`src/rtl/harq_rx_pkg.sv`:
```
// Shared types and codes for the receive HARQ process.
package harq_rx_pkg;

  typedef enum logic [1:0] {
    OP_INSERT   = 2'd0,
    OP_FEEDBACK = 2'd1,
    OP_EXTRACT  = 2'd2,
    OP_QUERY    = 2'd3
  } op_t;

  typedef enum logic [2:0] {
    ERR_OK        = 3'd0,
    ERR_NEW_BUSY  = 3'd1,
    ERR_RETX_BUSY = 3'd2,
    ERR_NOT_EVAL  = 3'd3,
    ERR_NOT_OK    = 3'd4
  } err_t;

  typedef enum logic [1:0] {
    UNIT_EMPTY = 2'd0,
    UNIT_EVAL  = 2'd1,
    UNIT_OK    = 2'd2,
    UNIT_BAD   = 2'd3
  } unit_t;

  typedef enum logic [1:0] {
    REG_MAX_RETX   = 2'd0,
    REG_EVAL_TIMER = 2'd1,
    REG_IS_BS      = 2'd2,
    REG_PROCESS_ID = 2'd3
  } reg_idx_t;

  localparam int unsigned ADDR_W = 4;
  localparam int unsigned DATA_W = 32;

  localparam logic [3:0] MAX_RETX_RST   = 4'd3;
  localparam logic [3:0] EVAL_TIMER_RST = 4'd4;
  localparam logic       IS_BS_RST      = 1'b1;
  localparam logic [3:0] PROCESS_ID_RST = 4'd0;
  localparam logic [3:0] TX_COUNT_MAX   = 4'hF;

  typedef struct packed {
    logic [3:0] max_retx;
    logic [3:0] eval_timer;
    logic       is_bs;
    logic [3:0] process_id;
  } cfg_t;

  typedef struct packed {
    logic load;  // capture input word
    logic exec;  // apply captured word, load result register
  } cmd_t;

endpackage

```
`src/rtl/harq_rx_regs.sv`:
```
// Configuration register bank behind the APB-style port.
module harq_rx_regs (
  input  logic                          clk,
  input  logic                          rst,
  input  logic                          psel,
  input  logic                          penable,
  input  logic                          pwrite,
  input  logic [harq_rx_pkg::ADDR_W-1:0] paddr,
  input  logic [harq_rx_pkg::DATA_W-1:0] pwdata,
  output logic [harq_rx_pkg::DATA_W-1:0] prdata,
  output logic                          pready,
  output harq_rx_pkg::cfg_t             cfg
);
  import harq_rx_pkg::*;

  reg_idx_t idx;
  logic     wr_en;

  assign idx    = reg_idx_t'(paddr[ADDR_W-1:2]);
  assign wr_en  = psel && penable && pwrite;
  assign pready = 1'b1;

  always_ff @(posedge clk) begin
    if (rst) begin
      cfg.max_retx   <= MAX_RETX_RST;
      cfg.eval_timer <= EVAL_TIMER_RST;
      cfg.is_bs      <= IS_BS_RST;
      cfg.process_id <= PROCESS_ID_RST;
    end else if (wr_en) begin
      case (idx)
        REG_MAX_RETX:   cfg.max_retx   <= pwdata[3:0];
        REG_EVAL_TIMER: cfg.eval_timer <= pwdata[3:0];
        REG_IS_BS:      cfg.is_bs      <= pwdata[0];
        REG_PROCESS_ID: cfg.process_id <= pwdata[3:0];
        default: ;
      endcase
    end
  end

  always_comb begin
    prdata = '0;
    case (idx)
      REG_MAX_RETX:   prdata[3:0] = cfg.max_retx;
      REG_EVAL_TIMER: prdata[3:0] = cfg.eval_timer;
      REG_IS_BS:      prdata[0]   = cfg.is_bs;
      REG_PROCESS_ID: prdata[3:0] = cfg.process_id;
      default:        prdata      = '0;
    endcase
  end

endmodule

```
`src/rtl/harq_rx_ctrl.sv`:
```
// Controller: input capture, execute step and result register handshake.
module harq_rx_ctrl (
  input  logic              clk,
  input  logic              rst,
  input  logic              in_valid,
  output logic              in_stall,
  output logic              out_valid,
  input  logic              out_stall,
  output harq_rx_pkg::cmd_t cmd
);
  import harq_rx_pkg::*;

  typedef enum logic {
    ST_IDLE,
    ST_EXEC
  } state_t;

  state_t state;
  logic   out_free;

  // result register can take a new word this cycle
  assign out_free = !out_valid || !out_stall;
  assign in_stall = (state == ST_EXEC) && !out_free;
  assign cmd.load = in_valid && !in_stall;
  assign cmd.exec = (state == ST_EXEC) && out_free;

  always_ff @(posedge clk) begin
    if (rst) begin
      state     <= ST_IDLE;
      out_valid <= 1'b0;
    end else begin
      case (state)
        ST_IDLE: if (cmd.load) state <= ST_EXEC;
        ST_EXEC: if (cmd.exec && !cmd.load) state <= ST_IDLE;
        default: state <= ST_IDLE;
      endcase
      if (cmd.exec) begin
        out_valid <= 1'b1;
      end else if (!out_stall) begin
        out_valid <= 1'b0;
      end
    end
  end

endmodule

```
`src/rtl/harq_rx_dp.sv`:
```
// Datapath: unit store, transmission counter, step logic and result register.
module harq_rx_dp #(
  parameter int CODEWORDS = 2
) (
  input  logic              clk,
  input  logic              rst,
  input  harq_rx_pkg::cmd_t cmd,
  input  harq_rx_pkg::cfg_t cfg,
  input  logic [1:0]        op,
  input  logic              codeword,
  input  logic              new_data,
  input  logic              decode_ok,
  input  logic [15:0]       pdu_tag,
  input  logic [31:0]       now_slot,
  output logic [2:0]        error_code,
  output logic              feedback_valid,
  output logic              ack,
  output logic [3:0]        fb_process,
  output logic              codeword_out,
  output logic [15:0]       tag_out,
  output logic              retx_request,
  output logic              purged,
  output logic              extracted,
  output logic [1:0]        unit_state,
  output logic              evaluated,
  output logic              process_active
);
  import harq_rx_pkg::*;

  localparam int CW_W = (CODEWORDS > 1) ? $clog2(CODEWORDS) : 1;

  // captured input word
  op_t             op_r;
  logic [CW_W-1:0] idx;
  logic            new_data_r;
  logic            decode_ok_r;
  logic [15:0]     tag_r;
  logic [31:0]     now_r;

  // unit store
  unit_t       status      [CODEWORDS];
  logic [31:0] arrival     [CODEWORDS];
  logic        decode_res  [CODEWORDS];
  logic [15:0] stored_tag  [CODEWORDS];
  logic [3:0]  tx_count;

  unit_t       status_next [CODEWORDS];
  logic [3:0]  tx_count_next;
  logic        wr_ins;
  unit_t       st;
  logic [31:0] elapsed;
  logic [3:0]  need;
  logic        done_pre;
  logic        done_post;
  logic        active_c;
  err_t        err_c;
  logic        fbv_c;
  logic        ack_c;
  logic [3:0]  fbp_c;
  logic [15:0] tout_c;
  logic        retx_c;
  logic        purged_c;
  logic        extr_c;

  always_ff @(posedge clk) begin
    if (cmd.load) begin
      op_r        <= op_t'(op);
      idx         <= (CODEWORDS > 1) ? CW_W'(codeword) : '0;
      new_data_r  <= new_data;
      decode_ok_r <= decode_ok;
      tag_r       <= pdu_tag;
      now_r       <= now_slot;
    end
  end

  assign st       = status[idx];
  assign elapsed  = now_r - arrival[idx];
  assign need     = (cfg.eval_timer == 4'd0) ? 4'd0 : cfg.eval_timer - 4'd1;
  assign done_pre = (st == UNIT_EVAL) && (elapsed >= {28'd0, need});

  always_comb begin
    for (int k = 0; k < CODEWORDS; k++) status_next[k] = status[k];
    tx_count_next = tx_count;
    wr_ins   = 1'b0;
    err_c    = ERR_OK;
    fbv_c    = 1'b0;
    ack_c    = 1'b0;
    fbp_c    = '0;
    tout_c   = '0;
    retx_c   = 1'b0;
    purged_c = 1'b0;
    extr_c   = 1'b0;
    case (op_r)
      OP_INSERT: begin
        if (new_data_r && st != UNIT_EMPTY) begin
          err_c = ERR_NEW_BUSY;
        end else if (!new_data_r && st != UNIT_EMPTY && st != UNIT_BAD) begin
          err_c = ERR_RETX_BUSY;
        end else begin
          wr_ins = 1'b1;
          status_next[idx] = UNIT_EVAL;
          if (tx_count != TX_COUNT_MAX) tx_count_next = tx_count + 4'd1;
        end
      end
      OP_FEEDBACK: begin
        if (!done_pre) begin
          err_c = ERR_NOT_EVAL;
        end else begin
          fbv_c  = 1'b1;
          ack_c  = decode_res[idx];
          fbp_c  = cfg.process_id;
          tout_c = stored_tag[idx];
          if (!ack_c) begin
            // purge only on an exact match with the limit
            if ({1'b0, tx_count} == {1'b0, cfg.max_retx} + 5'd1) begin
              status_next[idx] = UNIT_EMPTY;
              tx_count_next    = '0;
              purged_c         = 1'b1;
            end else begin
              status_next[idx] = UNIT_BAD;
              retx_c           = cfg.is_bs;
            end
          end else begin
            status_next[idx] = UNIT_OK;
          end
        end
      end
      OP_EXTRACT: begin
        if (st != UNIT_OK) begin
          err_c = ERR_NOT_OK;
        end else begin
          tout_c           = stored_tag[idx];
          extr_c           = 1'b1;
          status_next[idx] = UNIT_EMPTY;
          tx_count_next    = '0;
        end
      end
      OP_QUERY: ;
      default: ;
    endcase
  end

  // a fresh insert has zero elapsed slots; otherwise the unit is unchanged if still evaluating
  assign done_post = (status_next[idx] == UNIT_EVAL) &&
                     (wr_ins ? (need == 4'd0) : done_pre);

  always_comb begin
    active_c = 1'b0;
    for (int k = 0; k < CODEWORDS; k++) begin
      if (status_next[k] != UNIT_EMPTY) active_c = 1'b1;
    end
  end

  always_ff @(posedge clk) begin
    if (rst) begin
      for (int k = 0; k < CODEWORDS; k++) status[k] <= UNIT_EMPTY;
      tx_count <= '0;
    end else if (cmd.exec) begin
      for (int k = 0; k < CODEWORDS; k++) status[k] <= status_next[k];
      tx_count <= tx_count_next;
    end
  end

  always_ff @(posedge clk) begin
    if (cmd.exec && wr_ins) begin
      arrival[idx]    <= now_r;
      decode_res[idx] <= decode_ok_r;
      stored_tag[idx] <= tag_r;
    end
  end

  always_ff @(posedge clk) begin
    if (cmd.exec) begin
      error_code     <= err_c;
      feedback_valid <= fbv_c;
      ack            <= ack_c;
      fb_process     <= fbp_c;
      codeword_out   <= idx[0];
      tag_out        <= tout_c;
      retx_request   <= retx_c;
      purged         <= purged_c;
      extracted      <= extr_c;
      unit_state     <= status_next[idx];
      evaluated      <= done_post;
      process_active <= active_c;
    end
  end

endmodule

```
`src/rtl/harq_receive_process.sv`:
```
// Top level of the receive HARQ process.
// One receive HARQ process with CODEWORDS units. Each accepted word (insert, feedback,
// extract or status query) yields exactly one result word: the input register captures it,
// then the execute step loads the result into the output register once any stalled result
// there is taken. With the result side not stalling, a new word is accepted every cycle,
// set by the input capture register and one execute stage (the 32-bit elapsed-slot subtract
// and compare against the evaluation timer). A pending result is held in the output register
// while the next word is captured. Configuration registers sit at byte addresses 0, 4, 8
// and 12; the user must write them only while idle, and the block does not enforce this.
module harq_receive_process #(
  parameter int CODEWORDS = 2
) (
  input  logic                          clk,
  input  logic                          rst,
  input  logic                          psel,
  input  logic                          penable,
  input  logic                          pwrite,
  input  logic [harq_rx_pkg::ADDR_W-1:0] paddr,
  input  logic [harq_rx_pkg::DATA_W-1:0] pwdata,
  output logic [harq_rx_pkg::DATA_W-1:0] prdata,
  output logic                          pready,
  input  logic                          in_valid,
  output logic                          in_stall,
  input  logic [1:0]                    op,
  input  logic                          codeword,
  input  logic                          new_data,
  input  logic                          decode_ok,
  input  logic [15:0]                   pdu_tag,
  input  logic [31:0]                   now_slot,
  output logic                          out_valid,
  input  logic                          out_stall,
  output logic [2:0]                    error_code,
  output logic                          feedback_valid,
  output logic                          ack,
  output logic [3:0]                    fb_process,
  output logic                          codeword_out,
  output logic [15:0]                   tag_out,
  output logic                          retx_request,
  output logic                          purged,
  output logic                          extracted,
  output logic [1:0]                    unit_state,
  output logic                          evaluated,
  output logic                          process_active
);
  import harq_rx_pkg::*;

  cfg_t cfg;
  cmd_t cmd;

  harq_rx_regs u_regs (
    .clk     (clk),
    .rst     (rst),
    .psel    (psel),
    .penable (penable),
    .pwrite  (pwrite),
    .paddr   (paddr),
    .pwdata  (pwdata),
    .prdata  (prdata),
    .pready  (pready),
    .cfg     (cfg)
  );

  harq_rx_ctrl u_ctrl (
    .clk       (clk),
    .rst       (rst),
    .in_valid  (in_valid),
    .in_stall  (in_stall),
    .out_valid (out_valid),
    .out_stall (out_stall),
    .cmd       (cmd)
  );

  harq_rx_dp #(
    .CODEWORDS (CODEWORDS)
  ) u_dp (
    .clk            (clk),
    .rst            (rst),
    .cmd            (cmd),
    .cfg            (cfg),
    .op             (op),
    .codeword       (codeword),
    .new_data       (new_data),
    .decode_ok      (decode_ok),
    .pdu_tag        (pdu_tag),
    .now_slot       (now_slot),
    .error_code     (error_code),
    .feedback_valid (feedback_valid),
    .ack            (ack),
    .fb_process     (fb_process),
    .codeword_out   (codeword_out),
    .tag_out        (tag_out),
    .retx_request   (retx_request),
    .purged         (purged),
    .extracted      (extracted),
    .unit_state     (unit_state),
    .evaluated      (evaluated),
    .process_active (process_active)
  );

endmodule

```
`config.mk`:
```
export PLATFORM = sky130hd
export DESIGN_NAME = harq_receive_process
export DESIGN_NICKNAME = d
export VERILOG_FILES = /design/src/rtl/harq_rx_pkg.sv /design/src/rtl/harq_rx_regs.sv /design/src/rtl/harq_rx_ctrl.sv /design/src/rtl/harq_rx_dp.sv /design/src/rtl/harq_receive_process.sv
export SDC_FILE = /design/constraint.sdc
export NUM_CORES = 1
export LEC_CHECK = 0
export ABC_CLOCK_PERIOD_IN_PS = 6000
export BUFFER_PORTS_ARGS = -buffer_cell sky130_fd_sc_hd__buf_2
export CAP_MARGIN = 20
export CORE_UTILIZATION = 55
export DETAILED_ROUTE_END_ITERATION = 10
export GPL_TIMING_DRIVEN = 0
export PLACE_DENSITY = 0.79
export SLEW_MARGIN = 20
export SYNTH_ARGS = -nofsm -noshare
export SYNTH_HDL_FRONTEND = slang
export SYNTH_SLANG_ARGS = --single-unit
```
`constraint.sdc`:
```
create_clock -name clk -period 6 [get_ports clk]
set_input_delay 0.6 -clock clk [delete_from_list [all_inputs] [get_ports clk]]
set_output_delay 0.6 -clock clk [all_outputs]
set_load 0.05 [all_outputs]
```
; After elaboration in Yosys (flattened, before gate mapping)
; Memories as Yosys holds them, arrays and structs flattened. A register that Yosys moved wholly into a read port is not among the register bits.
; Cells that the tools add are included.
[totals]
ram_bits = 102
reg_bits = 105
out_inout_bits = 68
inputBits = 96
elab_cells = 163
mem_count = 4
[op_classes]
reduce_logical = 36
mux = 57
addsub = 4
n_bitwise = 15
n_eq_ne = 19
magnitude_cmp = 3
[mem_list]
columns = name, depth, word_bits, rd, rd_ports_with_merged_regs, wr, line
row1 = u_dp.arrival, 2, 32, 1, 1, 1, harq_rx_dp.sv:42  ; logic [31:0] arrival [CODEWORDS];
row2 = u_dp.stored_tag, 2, 16, 1, 1, 1, harq_rx_dp.sv:44  ; logic [15:0] stored_tag [CODEWORDS];
row3 = u_dp.status, 2, 2, 3, 1, 2, harq_rx_dp.sv:41  ; unit_t status [CODEWORDS];
row4 = u_dp.decode_res, 2, 1, 1, 1, 1, harq_rx_dp.sv:43  ; logic decode_res [CODEWORDS];
[op_table]
columns = cell, n
row1 = $mux 4, 14
row2 = $ge 32x4->1, 1
row3 = $mux 16, 2
row4 = $pmux 16 s2, 1
row5 = $sub 32x32->32, 1
row6 = $pmux 4 s3, 2
row7 = $mux 1, 23
row8 = $pmux 3 s3, 2
row9 = $mux 2, 8
row10 = $logic_and 1x1->1, 13
row11 = $ne 2x2->1 const B, 6
row12 = $reduce_and 2->1, 5
row13 = $reduce_and 9->1, 1
row14 = $eq 2x1->1 const B, 4
row15 = $logic_not 4->1, 2
row16 = $ne 2x1->1 const B, 4
row17 = $eq 2x2->1 const B, 3
row18 = $logic_not 1->1, 6
row19 = $mux 3, 2
row20 = $reduce_bool 2->1, 3
row21 = $add 4x1->5 const B, 1
row22 = $eq 4x5->1, 1
row23 = $add 4x1->4 const B, 1
row24 = $and 2x2->2, 2
row25 = other kinds (20), 26

; Logic depth before layout (Yosys ltp)
; Gate-level depths: netlist of the first run.
[logic_depth]
ltp_word = 16
mapped_depth = 22
depth_no_buf = 18

; By module
; Synthesis of the first run repeated with hierarchy kept, for this count alone.
[unflattened]
cells_unflattened = 818
hier_area_um2 = 10307.4
[modules_own_cells]
columns = mod, instances, cells_each, seq_area_each_um2, area_per_inst_um2
row1 = harq_rx_dp, 1, 706, 5745.5, 9341.5
row2 = harq_rx_regs, 1, 102, 260.2, 879.6
row3 = harq_rx_ctrl, 1, 10, 40.0, 86.3

; Least setup slack after synthesis of the first run
; No wires, ideal clock.
[synth_timing]
path_kind = register -> register
from = register (tool-made name)
to = memory u_dp.arrival[0][0], enable pin
setup_ns = 0.516
period_less_slack_ns = 5.118
n_path_buf = 1
t_required_ns = 5.484
arrival_time_ns = 4.602
setup_slack_ns = 0.882
stages_incl_launch_ff = 6
path_cell_list = dfxtp_1 -> clkbuf_1 -> mux2i_1 -> a21oi_1 -> nand2b_1 -> nor3_1
[synth_rtl]
columns = element, line
row1 = "end, declared", harq_rx_dp.sv:42

==> results of run 1 <==
layout make-up:
type,count,share of cell area
flip-flops and latches,208,0.501
multi-input cells,574,0.330
repair buffers,119,0.0552
clock buffers,27,0.0463
plain buffers,57,0.0310
well taps,229,0.0238
inverters,21,0.00654
clock inverters,7,0.00550
where the power goes:
part	internal, mW	switching [mW]
combinational	0.185	0.334
sequential	1.63	0.0216
clock	0.696	0.508
total	2.51	0.864
worst max-delay path, cell delays in order (launching register included):
cell and delay, ps:
dfxtp_1 300, clkbuf_1 330, clkbuf_4 380, buf_2 390, mux2i_1 240, ha_1 330
and3_1 220, a221oi_4 420, o221ai_2 220, a2111oi_2 490, mux2i_1 150, nor4_1 320
nand4_1 250, nor4_4 310, buf_4 200, nor2_2 40, buf_2 200, o21ai_0 190
a22o_1 190, nand4_1 130
Yosys cell counts, drive strengths merged, types with 3 or more instances:
library cell,n
and3,9
edfxtp,188
a2111o,3
nor3,19
xnor2,13
nand2,54
inv,21
nor4,8
a2111oi,6
nor2b,11
a211oi,4
mux2i,66
nand2b,10
nand4,15
nand3,11
clkbuf,18
dfxtp,20
a21boi,3
nand3b,4
o22ai,4
or3,5
xor2,8
ha,41
o21ai,51
nor2,65
and2,6
a21o,12
a211o,8
o21a,5
a21oi,58
o31ai,3
buf,39
a31oi,3
layer usage:
| layer | part of all wire | vias to the layer above | GRT usage |
|---|---|---|---|
| met4 | 0.023 | 0 | 0.0667 |
| met2 | 0.50 | 202 | 0.396 |
| met1 | 0.44 | 3281 | 0.280 |
| met5 | 0 | - | 0 |
| met3 | 0.044 | 33 | 0.0290 |
| li1 | - | 3441 | - |
stage by stage:
step / worst slack (ps) / hold slack (ps) / area (um2) / TNS, ps / utilization
3_3_place_gp: -1530 / 423 / 11300 / -152730 / 0.618
4_1_cts: 129 / 259 / 12000 / 0 / 0.662
6_report: 393 / 272 / 12100 / 0 / 0.662
3_5_place_dp: -497 / 430 / 11400 / -10930 / 0.627
2_1_floorplan: 882 / 421 / 10500 / 0 / -
5_1_grt: 3.02 / 257 / 12100 / 0 / 0.662
cells by family (layout without fill, tap and decap cells):
group           count (synthesis)  after routing  share of synthesized area
compound gates                184            184                      0.120
xor+xnor                       21             21                     0.0178
fa+ha+maj                      42             42                     0.0515
buf+inv                        78            231                     0.0428
flops                         208            208                      0.584
mux                            68             68                     0.0671
other cells                     2             29                   0.000726
simple gates                  230            230                      0.116
registers in the layout, summed over array words and instances, names as in the netlist, 2 cells and up, named ones only:
register and cells:
u_dp.op_r 2, u_dp.decode_res 2, u_dp.tag_r 16, u_dp.unit_state 2
u_dp.status 4, u_dp.tx_count 4, u_dp.arrival 64, u_dp.now_r 32
u_dp.tag_out 16, u_dp.error_code 3, u_dp.fb_process 4, u_regs.cfg 13
u_dp.stored_tag 32
worst min path at each step:
stage | startpoint | to | slack (ps)
floorplan | u_dp.decode_ok_r | u_dp.decode_res[0] | 420
global placement | u_dp.tag_r[13] | u_dp.stored_tag[0][13] | 420
detailed placement | u_dp.tag_r[9] | u_dp.stored_tag[0][9] | 430
CTS | pdu_tag[3] | u_dp.tag_r[3] | 260
global route | now_slot[16] | u_dp.now_r[16] | 260
finish | decode_ok | u_dp.decode_ok_r | 270
placed cells by master, fill, tap and decap left out, types with 11 or more instances in the layout:
cell	n
a21o_1	11
a21oi_1	56
buf_2	108
buf_4	43
clkbuf_1	21
clkbuf_16	21
conb_1	29
dfxtp_1	20
edfxtp_1	188
ha_1	41
inv_1	20
mux2i_1	66
nand2_1	53
nand3_1	11
nand4_1	15
nor2_1	53
nor2_2	11
nor2b_1	11
nor3_1	17
o21ai_0	47
xnor2_1	13
what timing repair did:
action / in CTS / in global routing
endpoints found under the hold margin: 0 / 0
setup endpoints to repair: 36 / 33
resized for setup: 5 / 7
buffers inserted: 0 / 1
pin swaps: 0 / 1
==> metrics, run 1 <==
Netlist cell types 82; core area 0.0182 mm2; Least-Margin Pin Slew 814 ps; area grow syn2layout 16.5%; Multi-input gate area 0.00399 mm2; Max Fclk 178 MHz; final-report max-slew violation count 0; Max IR drop VDD 237 uV; initial core utilization 0.568; Synth Flop Type edfxtp_1; total CTS buffers 21; global-route wire length before repair 34300 um; post-synth top area share 0.545; Synth area leader edfxtp_1; Finished Layout Cells 1242; # fillers 1411; CTS clk-pin slew, worst paths 60 ps; Vias 6957; Synth area leaders edfxtp_1, mux2i_1, ha_1, dfxtp_1, a21oi_1; RSZ-0062 raised after global routing no; Pre-antenna DRT Iters 8; largest net degree at the start of global routing 34; wire per inst 16.9 um; hold depth 1; placed instance count 1207; Antenna Nets Post-Route 0; Critical Path End Type register; Ys Warns 0; # hold bufs at CTS 0; IO buf count 104; Yosys reg bits 208; Final Power 3.37 mW; Setup Viol. Count Final 0; Rel. slew slack 0.453; register area 0.00605 mm2; Routability Congestion 0.950; Sink Count 208; Skew-Pair Late Insertion Delay 500 ps; crit path DAT 5810 ps; post-synth design cell area 0.0103 mm2; failing checks DRC; CP max FO 10; sequential fraction of the synthesis area 0.584; global route total overflow 0; synthesized instance count 833; CTS tree yes; row count 49; fin nets 1140; Max-Cap Viols 0; # IOs 164; Detail Placement HPWL 15600 um; DR vias/cell 5.60; n_diodes 0; clock skew 8.70 ps; worst hold path type primary input to register; Startpoint Class register; Final min period 5610 ps; GRT Util Overall 0.221; Cell Pwr Density 280 mW/mm2; Data required, critical path 6200 ps; status finished with violations; Clock Root Buffer clkbuf_16; total die area 0.0194 mm2; H-tree depth 1; DRC viols 11; final period utilization 0.934; Synth Area per Inst 12.4 um2; Routed Wire Length 21000 um; chip height 139 um; FF-to-FF path depth 19; CP Capture Point u_dp.process_active; r2r setup slk 390 ps; R2R Path End u_dp.process_active; Final Hold Fails 0; fraction of layout cells with a size suffix above 1 0.222; number of global-route vias before repair 6874; Max Root-Sink Buffers 3; Iteration-0 DRC Markers 447; Post-synth EDFFs 188; Leakage Power 4.71 nW; CP Class register to register; Die Span X 139 um; initial antenna violation count 0; Post-synth ARST share 0
Note: power is estimated with default switching activity, not from simulation.
==> run 2: changes to the inputs <==
BUFFER_PORTS_ARGS = -buffer_cell sky130_fd_sc_hd__buf_4   (was -buffer_cell sky130_fd_sc_hd__buf_2)
CTS_CLUSTER_DIAMETER = 80   (was not set)
==> run 2 against run 1 <==
Against the previous run: the flow still finishes with violations (DRC); core utilization up 2.2 points; non-clock buffer count unchanged; first-iteration DRC count down 14%; setup slack better by 41 ps; routed wire length up 3.0%; final cell count up 0.32%; sequential power about the same; worst hold slack worse by 7.4 ps; clock skew up 3.6 ps; clock-buffer cell count down 2; register-to-register slack better by 40 ps; power up 6.6%; largest cell class unchanged; largest power group unchanged.
==> metrics, run 2 (synthesis gave the netlist of run 1 again) <==
status finished with violations; failing checks DRC; core area 0.0182 mm2; # IOs 164; hold depth 1; Critical Path End Type register; initial antenna violation count 0; row count 49; GRT Util Overall 0.224; Final min period 5570 ps; Max-Cap Viols 0; n_diodes 0; Final Hold Fails 0; final period utilization 0.928; total CTS buffers 22; IO buf count 104; Sink Count 208; Leakage Power 4.86 nW; number of global-route vias before repair 6907; Routed Wire Length 21600 um; Setup Viol. Count Final 0; post-route setup slack 434 ps; R2R Path End u_dp.tag_out[13]; Data required, critical path 6260 ps; max FFs per register 64; area grow syn2layout 20.4%; Cell Pwr Density 288 mW/mm2; clock skew 12.3 ps; DRC viols 11; Least-Margin Pin Slew 810 ps; setup total negative slack 0 ps; CTS clk-pin slew, worst paths 60 ps; fin nets 1141; Antenna Nets Post-Route 0; chip height 139 um; worst hold path type primary input to register; most common cell after layout, fill and taps aside edfxtp_1; # hold bufs at CTS 0; global-route wire length before repair 34700 um; Rel. slew slack 0.456; Die Span X 139 um; Detail Placement HPWL 15900 um; H-tree depth 1; wire per inst 17.3 um; final-report max-slew violation count 0; Iteration-0 DRC Markers 386; DR vias/cell 5.75; hold slack 265 ps; Largest regs u_dp.arrival: 64 flops, u_dp.now_r: 32 flops, u_dp.stored_tag: 32 flops; Clock Root Buffer clkbuf_16; fraction of layout cells with a size suffix above 1 0.227; initial core utilization 0.568; crit path DAT 5830 ps; pre-CTS setup slack -330 ps; CP Capture Point u_dp.tag_out[13]; CTS tree yes; total die area 0.0194 mm2; Max Fclk 180 MHz; CP max FO 10; FF-to-FF path depth 19; Max Root-Sink Buffers 3; commonest cells after routing, fill and taps aside edfxtp_1, buf_4, mux2i_1; largest net degree at the start of global routing 34; Final Power 3.59 mW; CP Class register to register; r2r setup slk 430 ps; Pre-antenna DRT Iters 8; global route total overflow 0; Biggest register u_dp.arrival; Routability Congestion 0.907; Max IR drop VDD 244 uV; RSZ-0062 raised after global routing no; Startpoint Class register; Vias 7160; Skew-Pair Late Insertion Delay 510 ps
[run 2: cell types whose count changed in the layout (fill, tap and decap cells not counted), moves of 2 or more]
cell       delta
buf_2       -103
buf_4       +102
bufinv_16     +3
clkbuf_1      -3
buf_6         +2
clkbuf_16     +2
clkinv_2      +2
[run 2: layout make-up]
cell class,count,area [um2]
sequential,208,6050
fill,1333,5750
multi-input combinational,574,3990
timing repair buffer,119,941
clock buffer,25,583
buffer,57,372
tap,229,287
clock inverter,13,170
inverter,21,78.8
[run 2: per-layer routing]
layer | routed length, um | up-vias | track usage
li1 | - | 3445 | -
met5 | 0 | - | 0
met3 | 1060 | 49 | 0.0300
met4 | 601 | 0 | 0.0737
met2 | 10800 | 240 | 0.395
met1 | 9170 | 3426 | 0.286
[run 2: where the power goes]
group / internal [mW] / switching (mW)
Sequential: 1.63 / 0.0228
Clock: 0.867 / 0.541
Combinational: 0.203 / 0.333
Total: 2.70 / 0.897
[run 2: worst min path at each step]
stage	from	end	slack (ps)
2_1_floorplan	u_dp.decode_ok_r	u_dp.decode_res[0]	420
3_3_place_gp	u_dp.tag_r[14]	u_dp.stored_tag[0][14]	420
3_5_place_dp	u_dp.tag_r[12]	u_dp.stored_tag[1][12]	430
4_1_cts	now_slot[30]	u_dp.now_r[30]	250
5_1_grt	now_slot[16]	u_dp.now_r[16]	250
6_report	now_slot[30]	u_dp.now_r[30]	270
[run 2: stage by stage]
step | utilization | cell area (um2) | cells
4_1_cts | 0.684 | 12500 | 1245
2_1_floorplan | - | 10500 | 860
5_1_grt | 0.684 | 12500 | 1246
3_5_place_dp | 0.642 | 11700 | 1207
3_3_place_gp | 0.633 | 11500 | 1193
6_report | 0.684 | 12500 | 1246
[run 2: timing repair]
| action | in CTS | in global routing |
|---|---|---|
| gates cloned | 0 | 0 |
| resized for setup | 5 | 6 |
| pin swaps | 0 | 1 |
| setup buffers | 0 | 1 |
| endpoints found under the setup margin | 33 | 18 |
[run 2: critical path: stages, from the launching register on]
cell	delay [ps]
dfxtp_1	310
clkbuf_1	320
clkbuf_4	380
buf_2	360
mux2i_1	240
ha_1	310
a21o_1	260
a221oi_4	450
o221ai_2	230
a2111oi_2	500
mux2i_1	130
nor4_1	330
nand4_1	230
nor4_4	280
buf_4	200
nor2_2	40
and2_4	180
o21ai_4	260
buf_6	230
nor2_2	60
==> run 3: changes to the inputs <==
--- a/config.mk
+++ b/config.mk
@@ -7,4 +7,3 @@
 export LEC_CHECK = 0
-export ABC_CLOCK_PERIOD_IN_PS = 6000
-export BUFFER_PORTS_ARGS = -buffer_cell sky130_fd_sc_hd__buf_4
+export ABC_CLOCK_PERIOD_IN_PS = 6490
 export CAP_MARGIN = 20
@@ -13,4 +12,5 @@
 export DETAILED_ROUTE_END_ITERATION = 10
+export DONT_BUFFER_PORTS = 1
 export GPL_TIMING_DRIVEN = 0
-export PLACE_DENSITY = 0.79
+export PLACE_DENSITY = 0.71
 export SLEW_MARGIN = 20
==> constraint.sdc (replaced) <==
create_clock -name clk -period 6.49 [get_ports clk]
set_input_delay 0.649 -clock clk [delete_from_list [all_inputs] [get_ports clk]]
set_output_delay 0.649 -clock clk [all_outputs]
set_load 0.1 [all_outputs]
==> run 3 against run 2 <==
Against the previous run: the run still ends with DRC left; critical path depth unchanged; via count down 5.4%; routed wire length up 4.1%; combinational power down 13%; largest power group unchanged; clock skew down 1.5 ps; core utilization down 4.0 points; final area down 5.9%; global-route usage up 0.92 points; sequential power down 4%; critical endpoint is now u_dp.process_active; power down 3.4%; setup slack better by 87 ps; die area unchanged.
==> metrics, run 3 (synthesis gave the netlist of run 1 again) <==
crit path DAT 6180 ps; number of global-route vias before repair 6660; Max IR drop VDD 325 uV; CTS tree yes; # hold bufs at CTS 0; n_diodes 0; Startpoint Class register; Detail Route met2 WL 10800 um; Flop pwr share 0.457; Final min period 5970 ps; Final Power 3.47 mW; Sink Count 208; Data required, critical path 6700 ps; Rel. slew slack 0.263; Critical Path End Type register; DP Area 0.0109 mm2; wire per inst 19.7 um; post-route setup slack 521 ps; Max Root-Sink Buffers 3; chip height 139 um; status finished with violations; global-route wire length before repair 35300 um; final period utilization 0.920; Biggest register u_dp.arrival; H-tree depth 1; Clock Root Buffer clkbuf_16; routed wl met3 1140 um; # IOs 164; clock skew 10.8 ps; Largest regs u_dp.arrival: 64 flops, u_dp.now_r: 32 flops, u_dp.stored_tag: 32 flops; CP max FO 10; Pre-antenna DRT Iters 8; Least-Margin Pin Slew 1110 ps; Routed Wire Length 22500 um; Final Hold Fails 0; Die Span X 139 um; row count 49; Max Fclk 168 MHz; Skew-Pair Late Insertion Delay 510 ps; Max-Cap Viols 0; total setup buffers inserted after CTS 0; sw power 0.921 mW; Setup Viol. Count Final 0; design area 0.0117 mm2; Cell Pwr Density 296 mW/mm2; most common cell after layout, fill and taps aside edfxtp_1; DR vias/cell 5.93; final-report max-slew violation count 0; DRC viols 12; uppermost layer routed met4; FF-to-FF path depth 19; global route total overflow 0; failing checks DRC; initial antenna violation count 0; total CTS buffers 23; max FFs per register 64; CTS clk-pin slew, worst paths 60 ps; Vias 6772; IO buf count 0; Leakage Power 4.38 nW; Antenna Nets Post-Route 0; met1 WL 10200 um; area grow syn2layout 13.3%; fraction of layout cells with a size suffix above 1 0.141; Routability Congestion 0.880; core area 0.0182 mm2; initial core utilization 0.568; Iteration-0 DRC Markers 398; worst hold endpoint u_dp.now_r[9]; R2R Path End u_dp.process_active; combinational fraction of design power 0.135; Clock power frac 0.408; pre-CTS setup slack -73.8 ps; Cell Int Power 2.55 mW; worst hold path type primary input to register; r2r setup slk 520 ps; hold path start now_slot[9]; largest net degree at the start of global routing 34; total die area 0.0194 mm2; commonest cells after routing, fill and taps aside edfxtp_1, mux2i_1, a21oi_1; Detail Placement HPWL 16500 um; fin nets 1035; CP Class register to register; GRT Util Overall 0.233; RSZ-0062 raised after global routing no; Sw Share 0.265; hold depth 0
[run 3: through the flow]
stage | setup TNS (ps) | std cells | utilization | hold WS [ps]
after floorplan | 0 | 860 | - | 421
after global routing | 0 | 1142 | 0.644 | 207
after detailed placement | -188 | 1101 | 0.598 | 434
after global placement | -102140 | 1089 | 0.590 | 425
final | 0 | 1142 | 0.644 | 227
after CTS | 0 | 1142 | 0.644 | 211
[run 3: worst max-delay path, cell delays in order, from the launching register on]
cell      delay [ps]
dfxtp_1          300
clkbuf_1         330
clkbuf_2         440
clkbuf_2         420
mux2i_1          130
ha_1             280
buf_2            200
nand4_1          180
nor3_1           200
o21ai_0          320
a211oi_1         640
o21a_1           200
o21ai_0          150
a2111o_1         510
nor4_4           540
nor2_2            70
buf_2            190
o21ai_0          180
a22o_1           210
nand4_1          140
[run 3: repair_timing]
item	in CTS	in global routing
gates resized for setup	1	5
endpoints found under the setup margin	11	14
pin swaps	0	0
[run 3: area by class of cell]
type / instances / area (um2)
inverter: 21 / 78.8
clock buffer: 27 / 591
buffer: 57 / 369
timing repair buffer: 12 / 123
clock inverter: 14 / 240
sequential: 208 / 6050
tap: 229 / 287
multi-input combinational: 574 / 3990
fill: 1399 / 6480
[run 3: worst max-delay path by stage]
stage | cells past startpoint | end
2_1_floorplan | 5 | u_dp.arrival[0][0]
3_3_place_gp | 5 | u_dp.arrival[1][18]
3_5_place_dp | 19 | u_dp.process_active
4_1_cts | 19 | u_dp.process_active
5_1_grt | 19 | u_dp.process_active
6_report | 19 | u_dp.process_active
[run 3: power groups by stage]
stage | clock [mW] | combinational [mW] | sequential [mW]
2_1_floorplan | 0 | 0.370 | 1.61
3_3_place_gp | 0 | 0.454 | 1.62
3_5_place_dp | 0 | 0.463 | 1.62
4_1_cts | 1.44 | 0.465 | 1.59
5_1_grt | 1.49 | 0.506 | 1.59
6_report | 1.42 | 0.468 | 1.59
[run 3: per-layer routing]
| metal | vias up | GRT usage |
|---|---|---|
| met5 | - | 0 |
| met4 | 0 | 0.0579 |
| met3 | 24 | 0.0363 |
| met2 | 212 | 0.387 |
| met1 | 3296 | 0.323 |
| li1 | 3240 | - |
